**config.mk**
```make
export PLATFORM = sky130hd
export DESIGN_NAME = ripemd160_hash_top
export DESIGN_NICKNAME = d
export VERILOG_FILES = /design/src/design/rmd_pkg.sv /design/src/design/ripemd160_hash_top.sv
export SDC_FILE = /design/constraint.sdc
export NUM_CORES = 2
export LEC_CHECK = 0
export BUFFER_PORTS_ARGS = -buffer_cell sky130_fd_sc_hd__buf_2
export CAP_MARGIN = 20
export CORE_ASPECT_RATIO = 1.4
export CORE_UTILIZATION = 41
export CTS_CLUSTER_DIAMETER = 200
export CTS_CLUSTER_SIZE = 10
export DETAILED_ROUTE_END_ITERATION = 10
export GPL_ROUTABILITY_DRIVEN = 0
export PLACE_DENSITY = 0.59
export REMOVE_ABC_BUFFERS = 1
export SLEW_MARGIN = 20
export SYNTH_ARGS = -nofsm -noshare
export SYNTH_HDL_FRONTEND = slang
export SYNTH_SLANG_ARGS = --single-unit
```
**constraint.sdc**
```tcl
create_clock -name clk -period 17.6 [get_ports clk]
set_input_delay 1.76 -clock clk [delete_from_list [all_inputs] [get_ports clk]]
set_output_delay 1.76 -clock clk [all_outputs]
set_load 0.02 [all_outputs]
```
**src/design/rmd_pkg.sv**
```systemverilog
// package for the ripemd-160 hash block: types, constants and round tables
package rmd_pkg;

	typedef struct packed {
		logic [7:0] data_byte;
		logic       byte_valid;
		logic       last;
	} in_item_t;

	typedef struct packed {
		logic [31:0] digest_word;
		logic [2:0]  word_index;
		logic        last_word;
	} out_item_t;

	localparam logic [31:0] H0 = 32'h67452301;
	localparam logic [31:0] H1 = 32'hEFCDAB89;
	localparam logic [31:0] H2 = 32'h98BADCFE;
	localparam logic [31:0] H3 = 32'h10325476;
	localparam logic [31:0] H4 = 32'hC3D2E1F0;

	localparam logic [79:0][3:0] SEL_L = {
		4'd13,4'd15,4'd6,4'd11,4'd8,4'd3,4'd1,4'd14,4'd10,4'd2,4'd12,4'd7,4'd9,4'd5,4'd0,4'd4,
		4'd2,4'd6,4'd5,4'd14,4'd15,4'd7,4'd3,4'd13,4'd4,4'd12,4'd8,4'd0,4'd10,4'd11,4'd9,4'd1,
		4'd12,4'd5,4'd11,4'd13,4'd6,4'd0,4'd7,4'd2,4'd1,4'd8,4'd15,4'd9,4'd4,4'd14,4'd10,4'd3,
		4'd8,4'd11,4'd14,4'd2,4'd5,4'd9,4'd0,4'd12,4'd3,4'd15,4'd6,4'd10,4'd1,4'd13,4'd4,4'd7,
		4'd15,4'd14,4'd13,4'd12,4'd11,4'd10,4'd9,4'd8,4'd7,4'd6,4'd5,4'd4,4'd3,4'd2,4'd1,4'd0};

	localparam logic [79:0][3:0] SEL_R = {
		4'd11,4'd9,4'd3,4'd0,4'd14,4'd13,4'd2,4'd6,4'd7,4'd8,4'd5,4'd1,4'd4,4'd10,4'd15,4'd12,
		4'd14,4'd10,4'd7,4'd9,4'd13,4'd2,4'd12,4'd5,4'd0,4'd15,4'd11,4'd3,4'd1,4'd4,4'd6,4'd8,
		4'd13,4'd4,4'd0,4'd10,4'd2,4'd12,4'd8,4'd11,4'd9,4'd6,4'd14,4'd7,4'd3,4'd1,4'd5,4'd15,
		4'd2,4'd1,4'd9,4'd4,4'd12,4'd8,4'd15,4'd14,4'd10,4'd5,4'd13,4'd0,4'd7,4'd3,4'd11,4'd6,
		4'd12,4'd3,4'd10,4'd1,4'd8,4'd15,4'd6,4'd13,4'd4,4'd11,4'd2,4'd9,4'd0,4'd7,4'd14,4'd5};

	localparam logic [79:0][3:0] ROT_L = {
		4'd6,4'd5,4'd8,4'd11,4'd14,4'd13,4'd12,4'd5,4'd12,4'd13,4'd8,4'd6,4'd11,4'd5,4'd15,4'd9,
		4'd12,4'd5,4'd6,4'd8,4'd6,4'd5,4'd14,4'd9,4'd8,4'd9,4'd15,4'd14,4'd15,4'd14,4'd12,4'd11,
		4'd5,4'd7,4'd12,4'd5,4'd6,4'd13,4'd8,4'd14,4'd15,4'd13,4'd9,4'd14,4'd7,4'd6,4'd13,4'd11,
		4'd12,4'd13,4'd7,4'd11,4'd9,4'd15,4'd12,4'd7,4'd15,4'd7,4'd9,4'd11,4'd13,4'd8,4'd6,4'd7,
		4'd8,4'd9,4'd7,4'd6,4'd15,4'd14,4'd13,4'd11,4'd9,4'd7,4'd8,4'd5,4'd12,4'd15,4'd14,4'd11};

	localparam logic [79:0][3:0] ROT_R = {
		4'd11,4'd11,4'd13,4'd15,4'd5,4'd6,4'd13,4'd8,4'd6,4'd14,4'd5,4'd12,4'd9,4'd12,4'd5,4'd8,
		4'd8,4'd15,4'd5,4'd12,4'd9,4'd12,4'd9,4'd6,4'd14,4'd6,4'd14,4'd14,4'd11,4'd8,4'd5,4'd15,
		4'd5,4'd7,4'd13,4'd13,4'd14,4'd5,4'd13,4'd12,4'd14,4'd6,4'd6,4'd8,4'd11,4'd15,4'd7,4'd9,
		4'd11,4'd13,4'd15,4'd6,4'd7,4'd12,4'd7,4'd7,4'd11,4'd9,4'd8,4'd12,4'd7,4'd15,4'd13,4'd9,
		4'd6,4'd12,4'd14,4'd14,4'd11,4'd8,4'd7,4'd7,4'd5,4'd15,4'd15,4'd13,4'd11,4'd9,4'd9,4'd8};

	function automatic logic [31:0] k_left(input logic [2:0] j);
		logic [31:0] k;
		unique case (j)
			3'd0:    k = 32'h00000000;
			3'd1:    k = 32'h5A827999;
			3'd2:    k = 32'h6ED9EBA1;
			3'd3:    k = 32'h8F1BBCDC;
			default: k = 32'hA953FD4E;
		endcase
		return k;
	endfunction

	function automatic logic [31:0] k_right(input logic [2:0] j);
		logic [31:0] k;
		unique case (j)
			3'd0:    k = 32'h50A28BE6;
			3'd1:    k = 32'h5C4DD124;
			3'd2:    k = 32'h6D703EF3;
			3'd3:    k = 32'h7A6D76E9;
			default: k = 32'h00000000;
		endcase
		return k;
	endfunction

	function automatic logic [31:0] bool_fn(input logic [2:0] j, input logic [31:0] x,
			input logic [31:0] y, input logic [31:0] z);
		logic [31:0] f;
		unique case (j)
			3'd0:    f = x ^ y ^ z;
			3'd1:    f = (x & y) | (~x & z);
			3'd2:    f = (x | ~y) ^ z;
			3'd3:    f = (x & z) | (y & ~z);
			default: f = x ^ (y | ~z);
		endcase
		return f;
	endfunction

	function automatic logic [31:0] rotl(input logic [31:0] x, input logic [3:0] n);
		logic [63:0] d;
		d = {x, x} << n;
		return d[63:32];
	endfunction

	function automatic logic [31:0] bswap(input logic [31:0] x);
		return {x[7:0], x[15:8], x[23:16], x[31:24]};
	endfunction

endpackage

```
**src/design/ripemd160_hash_top.sv**
```systemverilog
// ripemd-160 hash top level: byte packing, padding, round sequencer and digest output
// Takes one message byte per transfer; in_ready stays high after a byte that neither ends a
// 64-byte block nor is marked last. Completing a block runs the shared round unit through
// 80 rounds (one left and one right round per step) and then a combine step, during which
// in_ready is low. A last transfer then passes through a padding-byte step and a length-word
// step, and adds one or two padding blocks (two when the length needs a block of
// its own). The five digest words are then offered on the output channel, word 0 first,
// through a single output register; the block accepts the next message once the fifth word
// has been transferred. Message length wraps modulo 2^61 bytes.
module ripemd160_hash_top (
	input  logic                clk,
	input  logic                arst_n,
	input  logic                in_valid,
	output logic                in_ready,
	input  rmd_pkg::in_item_t   in_data,
	output logic                out_valid,
	input  logic                out_ready,
	output rmd_pkg::out_item_t  out_data
);
	import rmd_pkg::*;

	typedef enum logic [5:0] {
		ST_IDLE  = 6'b000001,
		ST_ROUND = 6'b000010,
		ST_COMB  = 6'b000100,
		ST_PAD   = 6'b001000,
		ST_LEN   = 6'b010000,
		ST_OUT   = 6'b100000
	} state_t;

	state_t       state_q;
	logic [31:0]  chain_q [5];
	logic [31:0]  blk_q [16];
	logic [60:0]  count_q;
	logic [31:0]  l_q [5];
	logic [31:0]  r_q [5];
	logic [6:0]   round_q;
	logic         final_q;
	logic         pad_done_q;
	logic         len_done_q;
	logic [2:0]   widx_q;
	logic         oval_q;
	out_item_t    odata_q;

	logic [2:0]   grp;
	logic [31:0]  tl, tr;
	logic [5:0]   pos;
	logic [3:0]   wi;
	logic [1:0]   bi;
	logic         take;
	logic [60:0]  cnt_inc;

	assign grp  = round_q[6:4];
	assign tl = rotl(l_q[0] + bool_fn(grp, l_q[1], l_q[2], l_q[3])
		+ blk_q[SEL_L[round_q]] + k_left(grp), ROT_L[round_q]) + l_q[4];
	assign tr = rotl(r_q[0] + bool_fn(3'd4 - grp, r_q[1], r_q[2], r_q[3])
		+ blk_q[SEL_R[round_q]] + k_right(grp), ROT_R[round_q]) + r_q[4];

	assign pos      = count_q[5:0];
	assign wi       = pos[5:2];
	assign bi       = pos[1:0];
	assign in_ready = (state_q == ST_IDLE);
	assign take     = in_valid && in_ready;
	assign cnt_inc  = count_q + 61'd1;
	assign out_valid = oval_q;
	assign out_data  = odata_q;

	always_ff @(posedge clk or negedge arst_n) begin
		if (!arst_n) begin
			state_q    <= ST_IDLE;
			count_q    <= '0;
			round_q    <= '0;
			final_q    <= 1'b0;
			pad_done_q <= 1'b0;
			widx_q     <= '0;
			oval_q     <= 1'b0;
			chain_q    <= '{H0, H1, H2, H3, H4};
			blk_q      <= '{default: '0};
		end else begin
			unique case (state_q)
				ST_IDLE: begin
					if (take) begin
						if (in_data.byte_valid) begin
							blk_q[wi] <= blk_q[wi] | ({24'd0, in_data.data_byte} << {bi, 3'b000});
							count_q <= cnt_inc;
						end
						final_q    <= in_data.last;
						pad_done_q <= 1'b0;
						if (in_data.byte_valid && pos == 6'd63) begin
							state_q <= ST_ROUND;
							round_q <= '0;
							l_q <= chain_q;
							r_q <= chain_q;
						end else if (in_data.last) begin
							state_q <= ST_PAD;
						end
					end
				end
				ST_ROUND: begin
					l_q[0] <= l_q[4]; l_q[4] <= l_q[3]; l_q[3] <= rotl(l_q[2], 4'd10);
					l_q[2] <= l_q[1]; l_q[1] <= tl;
					r_q[0] <= r_q[4]; r_q[4] <= r_q[3]; r_q[3] <= rotl(r_q[2], 4'd10);
					r_q[2] <= r_q[1]; r_q[1] <= tr;
					round_q <= round_q + 7'd1;
					if (round_q == 7'd79)
						state_q <= ST_COMB;
				end
				ST_COMB: begin
					chain_q[0] <= chain_q[1] + l_q[2] + r_q[3];
					chain_q[1] <= chain_q[2] + l_q[3] + r_q[4];
					chain_q[2] <= chain_q[3] + l_q[4] + r_q[0];
					chain_q[3] <= chain_q[4] + l_q[0] + r_q[1];
					chain_q[4] <= chain_q[0] + l_q[1] + r_q[2];
					blk_q <= '{default: '0};
					if (!final_q)
						state_q <= ST_IDLE;
					else if (!pad_done_q)
						state_q <= ST_PAD;
					else if (!len_done_q)
						state_q <= ST_LEN;
					else begin
						state_q <= ST_OUT;
						widx_q  <= '0;
					end
				end
				ST_PAD: begin
					blk_q[wi] <= blk_q[wi] | (32'h80 << {bi, 3'b000});
					pad_done_q <= 1'b1;
					if (pos >= 6'd56) begin
						state_q <= ST_ROUND;
						round_q <= '0;
						l_q <= chain_q;
						r_q <= chain_q;
						final_q <= 1'b1;
					end else
						state_q <= ST_LEN;
				end
				ST_LEN: begin
					blk_q[14] <= {count_q[28:0], 3'b000};
					blk_q[15] <= count_q[60:29];
					state_q <= ST_ROUND;
					round_q <= '0;
					l_q <= chain_q;
					r_q <= chain_q;
				end
				ST_OUT: begin
					if (!oval_q || out_ready) begin
						if (widx_q == 3'd5) begin
							if (out_ready) begin
								oval_q  <= 1'b0;
								state_q <= ST_IDLE;
								chain_q <= '{H0, H1, H2, H3, H4};
								count_q <= '0;
								final_q <= 1'b0;
							end
						end else begin
							oval_q <= 1'b1;
							odata_q.digest_word <= bswap(chain_q[widx_q]);
							odata_q.word_index  <= widx_q;
							odata_q.last_word   <= (widx_q == 3'd4);
							widx_q <= widx_q + 3'd1;
						end
					end
				end
				default: state_q <= ST_IDLE;
			endcase
		end
	end

	always_ff @(posedge clk or negedge arst_n) begin
		if (!arst_n)
			len_done_q <= 1'b0;
		else if (state_q == ST_LEN)
			len_done_q <= 1'b1;
		else if (state_q == ST_IDLE)
			len_done_q <= 1'b0;
	end

endmodule
```
### Yosys cells after proc, flatten, opt, wreduce, memory -nomap -nowiden

Memory sizes are Yosys's and may differ from the RTL's.
Cells that the tools add are included.

* input port bits: 14
* memory bits (read-only): 2048
* bits in registers: 1109
* output and inout port bits: 38
* memories kept: 4
* logic and storage cells: 249

* shifts and indexed selects: 4
* muxes and demuxes: 76
* equality and inequality tests: 30
* add/subtract/negate cells: 22
* bitwise gates (word level): 37
* reductions and logical operators: 27
* $lt $le $gt $ge: 7

Memory list
* (name not given): depth 128, width 4, rd ports 1, clocked after Yosys merged registers in 0, wr ports 0, RTL line ripemd160_hash_top.sv:57 `+ blk_q[SEL_R[round_q]] + k_right(grp), ROT_R[round_q]) + r_q[4];`
* (name not given): depth 128, width 4, rd ports 1, clocked after Yosys merged registers in 0, wr ports 0, RTL line ripemd160_hash_top.sv:57
* (name not given): depth 128, width 4, rd ports 1, clocked after Yosys merged registers in 0, wr ports 0, RTL line ripemd160_hash_top.sv:55 `+ blk_q[SEL_L[round_q]] + k_left(grp), ROT_L[round_q]) + l_q[4];`
* (name not given): depth 128, width 4, rd ports 1, clocked after Yosys merged registers in 0, wr ports 0, RTL line ripemd160_hash_top.sv:55

Operators with widths (number)
* 448-bit one-hot mux with 3 select lines: 1
* 160-bit one-hot mux with 4 select lines: 2
* 512-bit bitwise mux: 2
* 512-bit 2-to-1 mux: 2
* 160-bit 2-to-1 mux: 6
* 32-bit adder: 18
* 32-bit binary-select mux with 4-bit select: 3
* 32-bit one-hot mux with 4 select lines: 3
* 32-bit bitwise OR: 10
* 160-bit one-hot mux with 2 select lines: 1
* 61-bit 2-to-1 mux: 5
* 32-bit 2-to-1 mux: 9
* 32-bit bitwise AND: 8
* 64-bit one-hot mux with 4 select lines: 1
* 32-bit bitwise XOR: 8
* 32-bit NOT: 6
* 32-bit demux with 4-bit select: 1
* 64-bit by 4-bit << shifter with 64-bit output: 2
* 31-bit one-hot mux with 4 select lines: 1
* 61-bit one-hot mux with 2 select lines: 1
* 32-bit binary-select mux with 3-bit select: 1
* 61-bit by 1-bit adder with 61-bit output (second input constant): 1
* 6-bit 2-to-1 mux: 10
* 6-bit one-hot mux with 6 select lines: 1
* 47 further kinds: 100

### Depth between registers and ports, before layout

* depth in word-level cells: 11
* mapped depth: 51
* mapped depth without buffers: 46

### Least setup slack after synthesis

No wires, ideal clock.

* path kind: input to register
* start: input port in_data[1] in the netlist's numbering
* end: register l_q[0] in the netlist's numbering, enable pin
* data required time: 16.590 ns
* buffers on the path: 0
* data arrival time: 15.598 ns
* stages: 4
* slack: 0.992 ns
* path through: nand2_1 o21ai_0 nand3b_1 nor2_1

* word-level cells in the longest chain between the ends: 3

RTL lines
* start: declaration: RTL line ripemd160_hash_top.sv:15 `input rmd_pkg::in_item_t in_data,`
* 1-bit logical AND: RTL line ripemd160_hash_top.sv:89 `if (in_data.byte_valid && pos == 6'd63) begin`
* 2-bit by 1-bit inequality test with 1-bit output (no source line)
* 5-bit AND reduction (no source line)
* end signal: assignment: RTL line ripemd160_hash_top.sv:92 `l_q <= chain_q;`
* end signal: assignment: RTL line ripemd160_hash_top.sv:132 `l_q <= chain_q;`
* end signal: assignment: RTL line ripemd160_hash_top.sv:143 `l_q <= chain_q;`
* end: declaration: RTL line ripemd160_hash_top.sv:35 `logic [31:0] l_q [5];`

Every way passes these cells.
A chain may end at the register's enable or synchronous reset.

### Final worst setup path

* start: register round_q[0]
* end: register r_q[127] in the netlist's numbering, data pin

* word-level cells in the longest chain between the ends: 11
* elaborated cells between the ends (all ways): 13

RTL lines
* start: declaration: RTL line ripemd160_hash_top.sv:37 `logic [6:0] round_q;`
* start signal: assignment: RTL line ripemd160_hash_top.sv:104 `round_q <= round_q + 7'd1;`
* memory 128 x 4 bit
* 4-bit 2-to-1 mux (implied by the code): RTL line ripemd160_hash_top.sv:57
* 4-bit NOT with 5-bit output (implied by the code): RTL line ripemd160_hash_top.sv:57
* 32-bit binary-select mux with 4-bit select: RTL line ripemd160_hash_top.sv:57
* 32-bit 2-to-1 mux (implied by the code) (2 in a row): RTL line ripemd160_hash_top.sv:57
* 32-bit adder (2 in a row): RTL line ripemd160_hash_top.sv:57
* 64-bit by 4-bit << shifter with 64-bit output *: RTL line rmd_pkg.sv:89 `d = {x, x} << n;`
* 32-bit adder *: RTL line ripemd160_hash_top.sv:57
* 160-bit one-hot mux with 4 select lines *: RTL line ripemd160_hash_top.sv:80 `unique case (state_q)`
* end signal: assignment: RTL line ripemd160_hash_top.sv:93 `r_q <= chain_q;`
* end signal: assignment: RTL line ripemd160_hash_top.sv:133 `r_q <= chain_q;`
* end signal: assignment: RTL line ripemd160_hash_top.sv:144 `r_q <= chain_q;`
* end: declaration: RTL line ripemd160_hash_top.sv:36 `logic [31:0] r_q [5];`

Mark *: on every way between the ends. The rest lies on a longest branch, timed or not. The select of a mux whose other input is x is not followed.

==> impl_metrics.toml <==
[placement]
portBuffers = 51
dp_hpwl_mm = 290

[global_routing]
track_usage = 0.368
grt_max_degree = 156
antenna_found_initial = 15
grt_pass1_vias = 85500
grt_overflow = 0
grt_pass1_wl_mm = 607

[synthesis]
netlist_instances = 10000
async_flop_share = 0.679
synth_edf_count = 356
postSynthAreaPerCell_um2 = 9.09
ys.warnings.count = 0
ys_seq_area_frac = 0.326
synth.distinct_cells = 100
synthFlopType = "dfrtp_1"
ys_ff_latch = 1109
netlist_area_um2 = 91000

[clock_network]
root_buffer = "clkbuf_16"
clk_pin_slew_ns = 0.08
numCtsBuffers = 120
cts_resized = 0
clk_path_buf_depth = 3
cts_max_level = 3
post_cts_buffers = 0
cts_tree = "done"
cts_hold_buf = 0
cts.sinks = 1109
insertion_delay_ns = 0.84

[die]
placementRows = 204
die_h_um = 559
dieArea_um2 = 224000
fp.dieW_um = 400
core_um2 = 221000
io_pins = 52
start_util = 0.413

[hold_path]
hold_class = "reg2reg"

[setup_path]
critPathSlowestCell = "dfrtp_1"
worstPathRequired_ns = 18.20
path_delay_family = "compound AO/OA/AOI/OAI gates"
cp.arrival_ns = 15.24
critPathCaptureType = "flop"
path_buf_inv = 5
crit_path_max_incr_delay_ns = 0.83
startpoint_type = "flop"
crit_path_max_fanout = 122
crit_type = "reg2reg"

[timing]
drv_slew = 0
setup_viol = 0
finalCritPeriodShare = 0.832
clock_skew_ns = 0.0777
hold_violations = 0
hold_slack_ns = 0.481
rsz0062_at_grt = "no"
worst_pin_slew_ns = 1.28
slew_headroom = 0.141
layout_min_cycle_time_ns = 14.64
fmax_mhz = 68.3
setup_tns_ns = 0

[drt]
num_vias = 87600
wl_met2_mm = 189
drtIter0Drc = 11400
dr.pass1.iters = 7
top_layer_used = "met5"
met3_length_mm = 44.3
drc = 0
ant_nets = 0
wire_per_inst_um = 33.5
wl_mm = 423
vias_per_cell = 6.94
wl_met1_mm = 142

[run_status]
status = "finished clean"

[finish]
multiInputGateArea_um2 = 57900
fillers = 21200
regArea_um2 = 29700
syn2layout_area_growth_pct = 7.88
final_nets = 10300
post-route-util = 0.445
drive_gt1_frac = 0.0937

[run]
drv_cap = 0
Yosys cell counts, drive strengths merged (31+ instances only):
cell type	number	area, µm²
a21o	147	1100
mux2	54	619
xnor2	183	1610
a211oi	233	1750
mux4	174	3920
nor2	480	1810
xor2	190	1660
nand2	1586	5960
nand4	31	194
and3	100	626
dfrtp	672	16800
and2	161	1010
edfxtp	356	10700
ha	363	4540
buf	134	628
fa	284	5690
o211ai	41	308
dfstp	81	2130
inv	365	1370
nor2b	92	576
o22ai	498	3120
a31oi	118	738
mux2i	448	4480
o221ai	55	488
o31ai	38	299
clkbuf	631	2370
o21ai	514	2570
a21oi	588	2950
nor3	135	692
a21boi	40	300
nand3	95	475
a22o	506	4430
or3	38	238
nand2b	60	375
a311oi	129	1130
o21a	44	330
cells in the final DEF, fill, tap and decap left out, types with 57 or more instances in the layout:
cell type  instances
nand2_1         1554
dfrtp_1          660
a21oi_1          570
a22o_1           506
o22ai_1          497
nor2_1           469
o21ai_0          460
mux2i_1          445
ha_1             362
inv_1            361
edfxtp_1         356
fa_1             284
a211oi_1         233
buf_4            216
xor2_1           190
xnor2_1          182
mux4_2           174
and2_1           158
a21o_1           146
nor3_1           133
a311oi_1         129
clkbuf_16        121
a31oi_1          117
and3_1           100
nand3_1           95
nor2b_1           92
dfstp_2           81
clkbuf_1          64
nand2b_1          57
routing by layer:
| layer | vias to the layer above | track usage |
|---|---|---|
| li1 | 36300 | - |
| met3 | 2074 | 0.0989 |
| met4 | 12 | 0.345 |
| met5 | - | 0.000856 |
| met1 | 43200 | 0.408 |
| met2 | 6034 | 0.575 |
metrics by stage:
stage                     area, µm²  worst slack (ns)  instances
after global routing          98200              2.49      12600
after CTS                     98000              3.54      12600
after floorplan               88000            -21.91       9249
after global placement        94500              3.90      12400
final                         98200              2.96      12600
after detailed placement      94600              3.62      12400
area by class of cell:
type / instances / share of cell area
Multi-Input combinational cell: 7772 / 0.589
Sequential cell: 1109 / 0.302
Tap cell: 2884 / 0.0368
Clock buffer: 185 / 0.0333
Timing Repair Buffer: 285 / 0.0228
Inverter: 368 / 0.0141
Clock inverter: 6 / 0.00126
Antenna cell: 9 / 0.000229
cells by family (layout without fill, tap and decap cells):
| kind of cell | after synthesis | in the layout | synth area share |
|---|---|---|---|
| flops | 1109 | 1109 | 0.326 |
| xor+xnor | 373 | 373 | 0.0360 |
| mux | 676 | 676 | 0.0991 |
| other cells | 0 | 9 | 0 |
| simple gates | 2869 | 2869 | 0.139 |
| buf+inv | 1133 | 844 | 0.0481 |
| compound gates | 3207 | 3207 | 0.240 |
| fa+ha+maj | 647 | 647 | 0.112 |
worst paths after layout:
kind                                                    to                    from  slack, ns  cells after the start
worst max-delay path                    r_q[127]$_DFFE_PP_  round_q[0]$_DFFE_PN0P_       2.96                     41
worst min-delay path                state_q[4]$_DFFE_PN0P_  len_done_q$_DFFE_PN0P_       0.48                      1
worst max register to register          r_q[127]$_DFFE_PP_  round_q[0]$_DFFE_PN0P_       2.96                     41
worst min register to register      state_q[4]$_DFFE_PN0P_  len_done_q$_DFFE_PN0P_       0.48                      1
max in group asynchronous       asynchronous set/reset pin                  arst_n      13.59                      4
min in group asynchronous          chain_q[57]$_DFFE_PN0P_                  arst_n       0.85                      1
Power is left out: the tool's default activity adds up to more than one toggle a clock period on the data nets, which glitch-free logic cannot reach.
